## src/design/tlbe_pkg.sv

```systemverilog
`timescale 1ns / 1ps
package tlbe_pkg;

    localparam int DEF_LINES = 64;
    localparam int DEF_COLS  = 128;

    localparam int BYTE_W    = 8;
    localparam int KIND_W    = 4;
    localparam int ROW_IO_W  = 6;
    localparam int COL_IO_W  = 7;
    localparam int TOTAL_O_W = 7;

    // Command kinds
    localparam logic [KIND_W-1:0] K_INSERT     = 4'd0;
    localparam logic [KIND_W-1:0] K_DELETE     = 4'd1;
    localparam logic [KIND_W-1:0] K_DEL_WORD   = 4'd2;
    localparam logic [KIND_W-1:0] K_LEFT       = 4'd3;
    localparam logic [KIND_W-1:0] K_RIGHT      = 4'd4;
    localparam logic [KIND_W-1:0] K_UP         = 4'd5;
    localparam logic [KIND_W-1:0] K_DOWN       = 4'd6;
    localparam logic [KIND_W-1:0] K_WORD_LEFT  = 4'd7;
    localparam logic [KIND_W-1:0] K_WORD_RIGHT = 4'd8;
    localparam logic [KIND_W-1:0] K_READ       = 4'd9;
    localparam logic [KIND_W-1:0] K_CLEAR      = 4'd10;

    localparam logic [BYTE_W-1:0] CH_NUL   = 8'd0;
    localparam logic [BYTE_W-1:0] CH_NL    = 8'd10;
    localparam logic [BYTE_W-1:0] CH_SPACE = 8'd32;

    typedef struct packed {
        logic [KIND_W-1:0]   kind;
        logic [BYTE_W-1:0]   char_code;
        logic [ROW_IO_W-1:0] read_row;
        logic [COL_IO_W-1:0] read_col;
    } in_word_t;

    typedef struct packed {
        logic                 status;
        logic [ROW_IO_W-1:0]  cur_row;
        logic [COL_IO_W-1:0]  cur_col;
        logic [TOTAL_O_W-1:0] rows_used;
        logic [BYTE_W-1:0]    read_byte;
    } out_word_t;

    // Block move mode
    typedef struct packed {
        logic desc;
        logic fill;
    } mv_op_t;

endpackage

```

## src/design/tlbe_mover.sv

```systemverilog
`timescale 1ns / 1ps
module tlbe_mover #(
    parameter int AW = 13
) (
    input  logic                        aclk,
    input  logic                        aresetn,
    input  logic                        start,
    input  logic [AW-1:0]               src,
    input  logic [AW-1:0]               dst,
    input  logic [AW:0]                 cnt,
    input  tlbe_pkg::mv_op_t            op,
    output logic                        busy,
    output logic                        mem_we,
    output logic [AW-1:0]               mem_waddr,
    output logic [tlbe_pkg::BYTE_W-1:0] mem_wdata,
    output logic                        mem_re,
    output logic [AW-1:0]               mem_raddr,
    input  logic [tlbe_pkg::BYTE_W-1:0] mem_rdata
);
    import tlbe_pkg::*;

    logic          busy_reg, busy_next;
    logic          pend_reg, pend_next;
    logic [AW:0]   rem_reg, rem_next;
    logic [AW-1:0] src_reg, src_next;
    logic [AW-1:0] dst_reg, dst_next;
    mv_op_t        op_reg, op_next;
    logic          have_rem;

    assign have_rem  = (rem_reg != '0);
    assign busy      = busy_reg;
    assign mem_re    = busy_reg && !op_reg.fill && have_rem;
    assign mem_raddr = src_reg;
    assign mem_we    = busy_reg && (op_reg.fill ? have_rem : pend_reg);
    assign mem_waddr = dst_reg;
    assign mem_wdata = op_reg.fill ? BYTE_W'(0) : mem_rdata;

    always_comb begin
        busy_next = busy_reg;
        pend_next = pend_reg;
        rem_next  = rem_reg;
        src_next  = src_reg;
        dst_next  = dst_reg;
        op_next   = op_reg;
        if (start) begin
            busy_next = (cnt != '0);
            pend_next = 1'b0;
            rem_next  = cnt;
            src_next  = src;
            dst_next  = dst;
            op_next   = op;
        end else if (busy_reg) begin
            if (op_reg.fill) begin
                // one zero byte a cycle
                rem_next = rem_reg - (AW+1)'(1);
                dst_next = op_reg.desc ? dst_reg - AW'(1) : dst_reg + AW'(1);
            end else begin
                // read ahead one byte, write the byte read last cycle
                pend_next = have_rem;
                if (have_rem) begin
                    rem_next = rem_reg - (AW+1)'(1);
                    src_next = op_reg.desc ? src_reg - AW'(1) : src_reg + AW'(1);
                end
                if (pend_reg) begin
                    dst_next = op_reg.desc ? dst_reg - AW'(1) : dst_reg + AW'(1);
                end
            end
            busy_next = (rem_next != '0) || pend_next;
        end
    end

    always_ff @(posedge aclk) begin
        if (!aresetn) begin
            busy_reg <= 1'b0;
            pend_reg <= 1'b0;
            rem_reg  <= '0;
        end else begin
            busy_reg <= busy_next;
            pend_reg <= pend_next;
            rem_reg  <= rem_next;
        end
        src_reg <= src_next;
        dst_reg <= dst_next;
        op_reg  <= op_next;
    end

endmodule

```

## config.mk

```make
export PLATFORM = sky130hd
export DESIGN_NAME = tlbe_mover
export DESIGN_NICKNAME = d
export VERILOG_FILES = /design/src/design/tlbe_pkg.sv /design/src/design/tlbe_mover.sv
export SDC_FILE = /design/constraint.sdc
export NUM_CORES = 1
export LEC_CHECK = 0
export BUFFER_PORTS_ARGS = -buffer_cell sky130_fd_sc_hd__buf_2
export CAP_MARGIN = 20
export CORE_MARGIN = 10
export CORE_UTILIZATION = 30
export CTS_BUF_LIST = sky130_fd_sc_hd__clkbuf_4
export DETAILED_ROUTE_END_ITERATION = 8
export PLACE_DENSITY = 0.57
export SLEW_MARGIN = 20
export SYNTH_ARGS = -nofsm -noshare
export SYNTH_HDL_FRONTEND = slang
export SYNTH_SLANG_ARGS = --single-unit
```

## constraint.sdc

```tcl
create_clock -name aclk -period 6.2 [get_ports aclk]
set_input_delay 0.93 -clock aclk [delete_from_list [all_inputs] [get_ports aclk]]
set_output_delay 0.93 -clock aclk [all_outputs]
set_load 0.05 [all_outputs]
```

==> summary.md, run 1 <==
| Metric | Value |
|---|---|
| Root buffer cell | `clkbuf_4` |
| Xor-xnor portion of the synthesized cell area | `5.54%` |
| Global-route wire length before repair | `~16 mm` |
| Main area contributors after synthesis | `edfxtp_1 (24%), dfxtp_1 (9.2%), ha_1 (8.3%)` |
| TritonCTS clock tree | `yes` |
| Total of hold buffers inserted after clock tree synthesis | `0` |
| WP data required | `5270 ps` |
| Worst-Skew Late Latency | `around 350 ps` |
| Post-CTS setup-driven buffer insertion count | `0` |
| Layout overhead on the synthesized area | `17.8%` |
| Number of failing hold endpoints at the final stage | `0` |
| Weighted congestion at the end of routability-driven global placement | `just over 0.8` |
| Type of destination of the critical path | `output port` |
| Cell count after synthesis | `between 300 and 400` |
| Leftover overflow at the end of global routing | `0` |
| Total routing resource utilization after global routing | `around 12%` |
| Remaining design rule violation count | `0` |
| Arrival time reported for the critical path endpoint | `between 2000 and 3000 ps` |
| Ports placed on the boundary | `90` |
| Simple-gate share of the synthesized area | `between 20% and 30%` |
| Core Footprint | `11400 sq um` |
| Worst-path clk slew | `about 140 ps` |
| Die Area | `~16000 sq um` |
| Startpoint of the worst register-to-register path | `rem_reg[0]` |
| Primary FF master, synth | `edfxtp_1` |
| Cell family with most CP delay | `simple AND/OR/NAND/NOR gates` |
| EDFF count, synth | `28` |
| Antenna violations before repair | `1` |
| Hold path start | `rem_reg[10]` |
| Worst path depth | `7` |
| Clock Sink Count | `44` |
| Pin slew with the least headroom to its limit | `around 900 ps` |
| Yosys top cell area share | `24.2%` |
| Share of flip-flops with an asynchronous set or reset | `0%` |
| Hold/Removal Path Class | `reg -> reg` |
| Leakage power | `roughly 1.7 nW` |
| Buf+Inv Stages, Crit Path | `2` |
| Syn_area_per_cell | `8.78 sq um` |
| Cell area after technology mapping | `approximately 3500 sq um` |
| Min-Delay Endpoint | `rem_reg[10]` |
| Crit Path Max Fanout | `11` |
| Leading area contributor after synthesis | `edfxtp_1` |
| Depth of the most critical reg-to-reg path | `6` |
| Commonest non-fill, non-tap cells in the layout | `buf_2 (89), nand2_1 (34), o21ai_0 (30)` |
| Die Ht | `between 100 and 150 um` |
| Post-layout net count | `between 500 and 600` |
| Tot Pwr | `1.15 mW` |
| Max-slew headroom | `40.7%` |
| Placement Rows | `39` |
| CP peak stage delay | `just over 700 ps` |
| Distinct cell type count of the synthesized netlist | `between 50 and 60` |
| Fraction of the mapped netlist area in compound gates | `25.1%` |
| Maximum number of pins on one net before global-route repair | `between 60 and 70` |
| Routed via count divided by cell count | `5.33` |
| Status | `completed` |
| Worst supply voltage drop on vdd | `0.103 mV` |
| Post-DR wirelength/cell | `~16 um` |
| Number of levels in the clock H-tree | `2` |
| Most frequent standard cell in the layout excluding fill and tap cells | `buf_2` |
| Number of global-route vias before repair | `around 3.2k` |
| Die boundary width | `approximately 130 um` |
| Final cell utilization of the core | `36.0%` |
| Multiplexer share of the synthesized area | `less than 1%` |
| Adder and majority cell fraction of the synthesized area | `under 10%` |
| Number of cells upsized or downsized after cts | `0` |
| Worst Hold Depth | `2` |
| Share of the clock period used by the worst path | `slightly below 60%` |
| Max Buffers Root-to-Sink | `2` |
| Setup TNS after final layout | `0 ps` |
| Final Worst Setup Slack | `approximately 2500 ps` |
| Number of nets produced by synthesis | `approximately 470` |
| Number of failing setup endpoints in the final timing report | `0` |
| Critical R2R Capture | `rem_reg[4]` |
| Initial Util | `a little under a third` |
| Seq/Total Area, Yosys | `33.4%` |
| Proportion of layout cells with a drive suffix above 1 | `22.5%` |
| Number of DRC markers after the initial detailed-route iteration | `about 170` |
| Slowest-stage cell, CP | `nor4b_2` |
| First drt pass iteration count | `4` |
| Critical path start-end classification | `reg -> out` |
| Input/output buffers | `a little under 90` |
| Cts bufs inserted | `5` |
| Crit path from | `rem_reg[0]` |
| Place WS | `about 3000 ps` |
| Post-route ant nets | `0` |
| Number of slew-limit violations in the final report | `0` |
| Setup repair after global routing missed its margin | `false` |
| Power per standard cell area | `approximately 280 nW/um^2` |
| Flip-flop count of the largest register, all copies and words added | `14` |
| Number of warning messages in the yosys log | `0` |
| Kind of start point of the critical path | `register` |
| FMAX | `0.273 GHz` |
| Dominant combinational cell family by area after synthesis | `compound AO/OA/AOI/OAI gates` |
| DP Wirelength | `approximately 7.5 mm` |
| Time the worst path needs with I/O delays and setup | `3660 ps` |
| Register bit count reported by yosys | `44` |
| Via count of the routed design | `~3.3k` |
| Setup clock skew after layout | `approximately 12 ps` |
| Number of max-cap violations | `0` |
| Series of cell instances along the critical path | `inv_1 > ha_1 > nor4b_2 > nand3_1 > nor3_1 > a21oi_1 > buf_2` |
| Register-to-Register Setup Slack | `3590 ps` |
| Total detailed-routing wirelength | `between 9 and 10 mm` |
-- where the power goes --
group	switching [mW]	internal, mW	total [mW]	leakage [nW]
clock	0.0972	0.0532	0.150	0.0361
combinational	0.380	0.207	0.587	1.26
sequential	0.0423	0.369	0.412	0.413
total	0.520	0.630	1.15	1.71
-- metal layers --
| metal | GRT usage, % | vias to the layer above | share of wire (%) |
|---|---|---|---|
| met1 | 14.5 | 1543 | 46 |
| met3 | 2.48 | 7 | 6.0 |
| met5 | 0 | - | 0 |
| met2 | 19.2 | 82 | 47 |
| met4 | 3.77 | 0 | 1.3 |
| li1 | - | 1670 | - |
-- tightest hold or removal path, delay by kind of cell, from the launching register on --
kind | cells | cell delay, ps
AO/OA/AOI/OAI | 1 | 60
XOR/XNOR | 1 | 150
flip-flops | 1 | 350
-- Yosys cell counts (all sizes together) (2+ instances only) --
master and count:
nor3 23, nand2 34, o211a 4, o31ai 6
clkbuf 14, o31a 2, nor4b 3, nor4 9
or3 6, a21oi 20, a211oi 10, and4 2
nor2b 10, and3b 2, xnor2 10, inv 13
a211o 5, o211ai 8, nor3b 4, or4 3
nor2 22, o21ai 33, o21a 12, nand3 15
a41oi 4, a21o 9, buf 7, fa 2
o311ai 2, a311oi 2, xor2 12, dfxtp 16
ha 23, nand2b 4, edfxtp 28, a2111oi 2
nand4 2, a21boi 3
-- how the worst max path moves through the flow --
| stage | to |
|---|---|
| 5_1_grt | mem_we |
| 6_report | mem_we |
| 4_1_cts | mem_we |
| 3_3_place_gp | mem_waddr[0] |
| 2_1_floorplan | mem_we |
| 3_5_place_dp | mem_waddr[2] |
-- kinds of logic after synthesis --
| kind of cell | Yosys count |
|---|---|
| AND/OR/NAND/NOR | 142 |
| AO/OA/AOI/OAI | 128 |
| flip-flops | 44 |
| buffers and inverters | 34 |
| adder cells (fa/ha/maj) | 25 |
| XOR/XNOR | 22 |
| multiplexers | 1 |
-- metrics by stage --
step,cells,hold slack [ps],cell area (sq um)
4_1_cts,619,597,4090
3_3_place_gp,611,572,4040
2_1_floorplan,396,494,3480
3_5_place_dp,611,577,4040
5_1_grt,620,655,4100
6_report,620,597,4100
-- area by class of cell --
| cell class | count | area, sq um |
|---|---|---|
| Antenna cell | 1 | 2.50 |
| Clock buffer | 7 | 52.6 |
| Timing Repair Buffer | 93 | 475 |
| Multi-Input combinational cell | 318 | 2170 |
| Sequential cell | 44 | 1160 |
| Inverter | 13 | 48.8 |
| Fill cell | 1199 | 7270 |
| Tap cell | 143 | 179 |
| Clock inverter | 1 | 5.00 |
No activity file was read; power rests on OpenSTA's default activity.
==> inputs of run 2 (changes only) <==
--- a/config.mk
+++ b/config.mk
@@ -11,7 +11,7 @@
 export CORE_UTILIZATION = 30
 export CTS_BUF_LIST = sky130_fd_sc_hd__clkbuf_4
 export DETAILED_ROUTE_END_ITERATION = 8
-export PLACE_DENSITY = 0.57
+export PLACE_DENSITY = 0.59
 export SLEW_MARGIN = 20
 export SYNTH_ARGS = -nofsm -noshare
 export SYNTH_HDL_FRONTEND = slang
==> constraint.sdc (replaced) <==
create_clock -name aclk -period 3.2 [get_ports aclk]
set_input_delay 0.48 -clock aclk [delete_from_list [all_inputs] [get_ports aclk]]
set_output_delay 0.48 -clock aclk [all_outputs]
set_load 0.05 [all_outputs]
==> summary.md, run 2 (synthesis results as in run 1) <==
| Metric | Value |
|---|---|
| Status | `completed` |
| Number of cells upsized or downsized after cts | `0 (unchanged)` |
| Antenna violations before repair | `1 (unchanged)` |
| CP peak stage delay | `400 ps (-310 ps)` |
| Power per standard cell area | `544 nW/um^2 (+94%)` |
| Setup TNS after final layout | `0 ps (unchanged)` |
| Initial Util | `30.6% (unchanged)` |
| Crit Path Max Fanout | `11 (unchanged)` |
| Slowest-stage cell, CP | `dfxtp_1` |
| Combined area of the multi-input logic cells | `2170 sq um (unchanged)` |
| Number of max-cap violations | `0 (unchanged)` |
| Maximum number of pins on one net before global-route repair | `31 (-55%)` |
| Most frequent standard cell in the layout excluding fill and tap cells | `buf_2` |
| Ports placed on the boundary | `90 (unchanged)` |
| Post-DR wirelength/cell | `15.7 um (-0.79%)` |
| Cell family with most CP delay | `simple AND/OR/NAND/NOR gates` |
| Die Ht | `128 um (unchanged)` |
| Internal Pwr Total | `1.21 mW (+92%)` |
| Crit path from | `rem_reg[0]` |
| Worst-Skew Late Latency | `390 ps (+40 ps)` |
| Critical path start-end classification | `reg -> out` |
| Type of destination of the critical path | `output port` |
| Root buffer cell | `clkbuf_4` |
| Kind of start point of the critical path | `register` |
| Number of slew-limit violations in the final report | `0 (unchanged)` |
| Number of global-route vias before repair | `3267 (+0.55%)` |
| Number of failing hold endpoints at the final stage | `0 (unchanged)` |
| Hold/Removal Path Class | `in -> reg` |
| Setup clock skew after layout | `24.8 ps (+12.4 ps)` |
| Routed via count divided by cell count | `5.31 (-0.22%)` |
| Hold path start | `op[0]` |
| Number of fill cells in the layout | `1172 (-2.3%)` |
| First drt pass iteration count | `4 (unchanged)` |
| Commonest non-fill, non-tap cells in the layout | `buf_2 (89), nand2_1 (34), o21ai_0 (30)` |
| Post-layout net count | `557 (+0.72%)` |
| Placement Rows | `39 (unchanged)` |
| Core Footprint | `11400 sq um (unchanged)` |
| Via count of the routed design | `3316 (+0.42%)` |
| Die Area | `16300 sq um (unchanged)` |
| P_sw | `1.04 mW (+100%)` |
| Arrival time reported for the critical path endpoint | `2320 ps (-410 ps)` |
| Global-route wire length before repair | `16.1 mm (+1.6%)` |
| Remaining design rule violation count | `0 (unchanged)` |
| Pin slew with the least headroom to its limit | `708 ps (-180 ps)` |
| Flip-flop count of the largest register, all copies and words added | `14 (unchanged)` |
| Worst-path clk slew | `140 ps (about the same)` |
| Part of the power in combinational logic | `50.7% (-0.4 points)` |
| Number of failing setup endpoints in the final timing report | `0 (unchanged)` |
| Share of the clock period used by the worst path | `between 80% and 90%` |
| Time the worst path needs with I/O delays and setup | `around 2800 ps` |
| Post-CTS setup-driven buffer insertion count | `0 (unchanged)` |
| Number of levels in the clock H-tree | `2 (unchanged)` |
| Die boundary width | `128 um (unchanged)` |
| Max Buffers Root-to-Sink | `2 (unchanged)` |
| Sequential standard cell area | `1160 sq um (unchanged)` |
| Proportion of layout cells with a drive suffix above 1 | `23.1% (+0.65 points)` |
| DP Wirelength | `7.60 mm (+1.9%)` |
| Input/output buffers | `89 (unchanged)` |
| Weighted congestion at the end of routability-driven global placement | `0.847 (+4.9%)` |
| Cts bufs inserted | `5 (unchanged)` |
| WP data required | `2720 ps (-2550 ps)` |
| Switching share of power | `46.3% (+1.0 points)` |
| Number of DRC markers after the initial detailed-route iteration | `175 (+0.57%)` |
| Buf+Inv Stages, Crit Path | `3 (+1)` |
| Startpoint of the worst register-to-register path | `op_reg[1]` |
| Clock Sink Count | `44 (unchanged)` |
| Total of hold buffers inserted after clock tree synthesis | `0 (unchanged)` |
| Total routing resource utilization after global routing | `11.8% (+0.27 points)` |
| Clock power frac | `13.5% (+0.4 points)` |
| Post-route ant nets | `0 (unchanged)` |
| Total detailed-routing wirelength | `9.83 mm (-0.15%)` |
| Relative contribution of sequential cells to total power | `35.8% (about the same)` |
| Series of cell instances along the critical path | `inv_1 > ha_1 > nor4b_2 > buf_4 > nand3_1 > nor3_1 > a21oi_1 > buf_2` |
| Layout overhead on the synthesized area | `18.8%` |
| FMAX | `0.357 GHz` |
| Leakage power | `1.72 nW (+0.63%)` |
| TritonCTS clock tree | `yes` |
| Setup repair after global routing missed its margin | `false` |
| Worst supply voltage drop on vdd | `0.246 mV (+140%)` |
| Fin Hold WS | `280 ps (-317 ps)` |
| Max-slew headroom | `52.8% (+12 points)` |
| Leftover overflow at the end of global routing | `0 (unchanged)` |
[run 2: worst paths after layout]
| check | end | slack (ps) | depth (start not counted) |
|---|---|---|---|
| setup reg to reg | mem_waddr[8] | 470 | 6 |
| hold / removal | op_reg[0] | 280 | 1 |
| hold reg to reg | pend_reg | 560 | 2 |
| setup / recovery | mem_we | 400 | 8 |
[run 2: power groups by stage]
stage	combinational (mW)	clock [mW]	sequential, mW
2_1_floorplan	0.674	0	1.02
3_3_place_gp	1.13	0	0.818
3_5_place_dp	1.14	0	0.819
4_1_cts	1.15	0.321	0.806
5_1_grt	1.26	0.339	0.820
6_report	1.14	0.304	0.805
[run 2: per-stage QoR]
step / cell area, sq um / setup WS [ps] / total power [mW] / instances / util, %
after floorplan: 3480 / 595 / 1.69 / 396 / -
after global placement: 4070 / 648 / 1.95 / 615 / 35.8
after detailed placement: 4070 / 573 / 1.96 / 615 / 35.8
after CTS: 4130 / 376 / 2.28 / 623 / 36.3
after global routing: 4130 / 224 / 2.42 / 624 / 36.3
final: 4130 / 396 / 2.25 / 624 / 36.3
[run 2: layer usage]
layer | track usage [%] | up-vias | wire length (um)
met2 | 19.7 | 80 | 4580
met5 | 0 | - | 0
li1 | - | 1688 | -
met3 | 2.69 | 8 | 549
met4 | 3.58 | 0 | 162
met1 | 14.8 | 1540 | 4530
[run 2: worst register-to-register path, delay by kind of cell, from the launching register on]
| family | cells | cell delay (ps) |
|---|---|---|
| flip-flops | 1 | 840 |
| AO/OA/AOI/OAI | 4 | 1140 |
| adder cells (fa/ha/maj) | 1 | 400 |
| AND/OR/NAND/NOR | 1 | 150 |
[run 2: cell type report]
type | instances | share of cell area (%)
diodes | 1 | 0.0606
flip-flops and latches | 44 | 28.1
well taps | 143 | 4.33
inverters | 13 | 1.18
clock buffers | 5 | 0.909
multi-input cells | 318 | 52.6
clock inverters | 3 | 0.576
repair buffers | 97 | 12.2
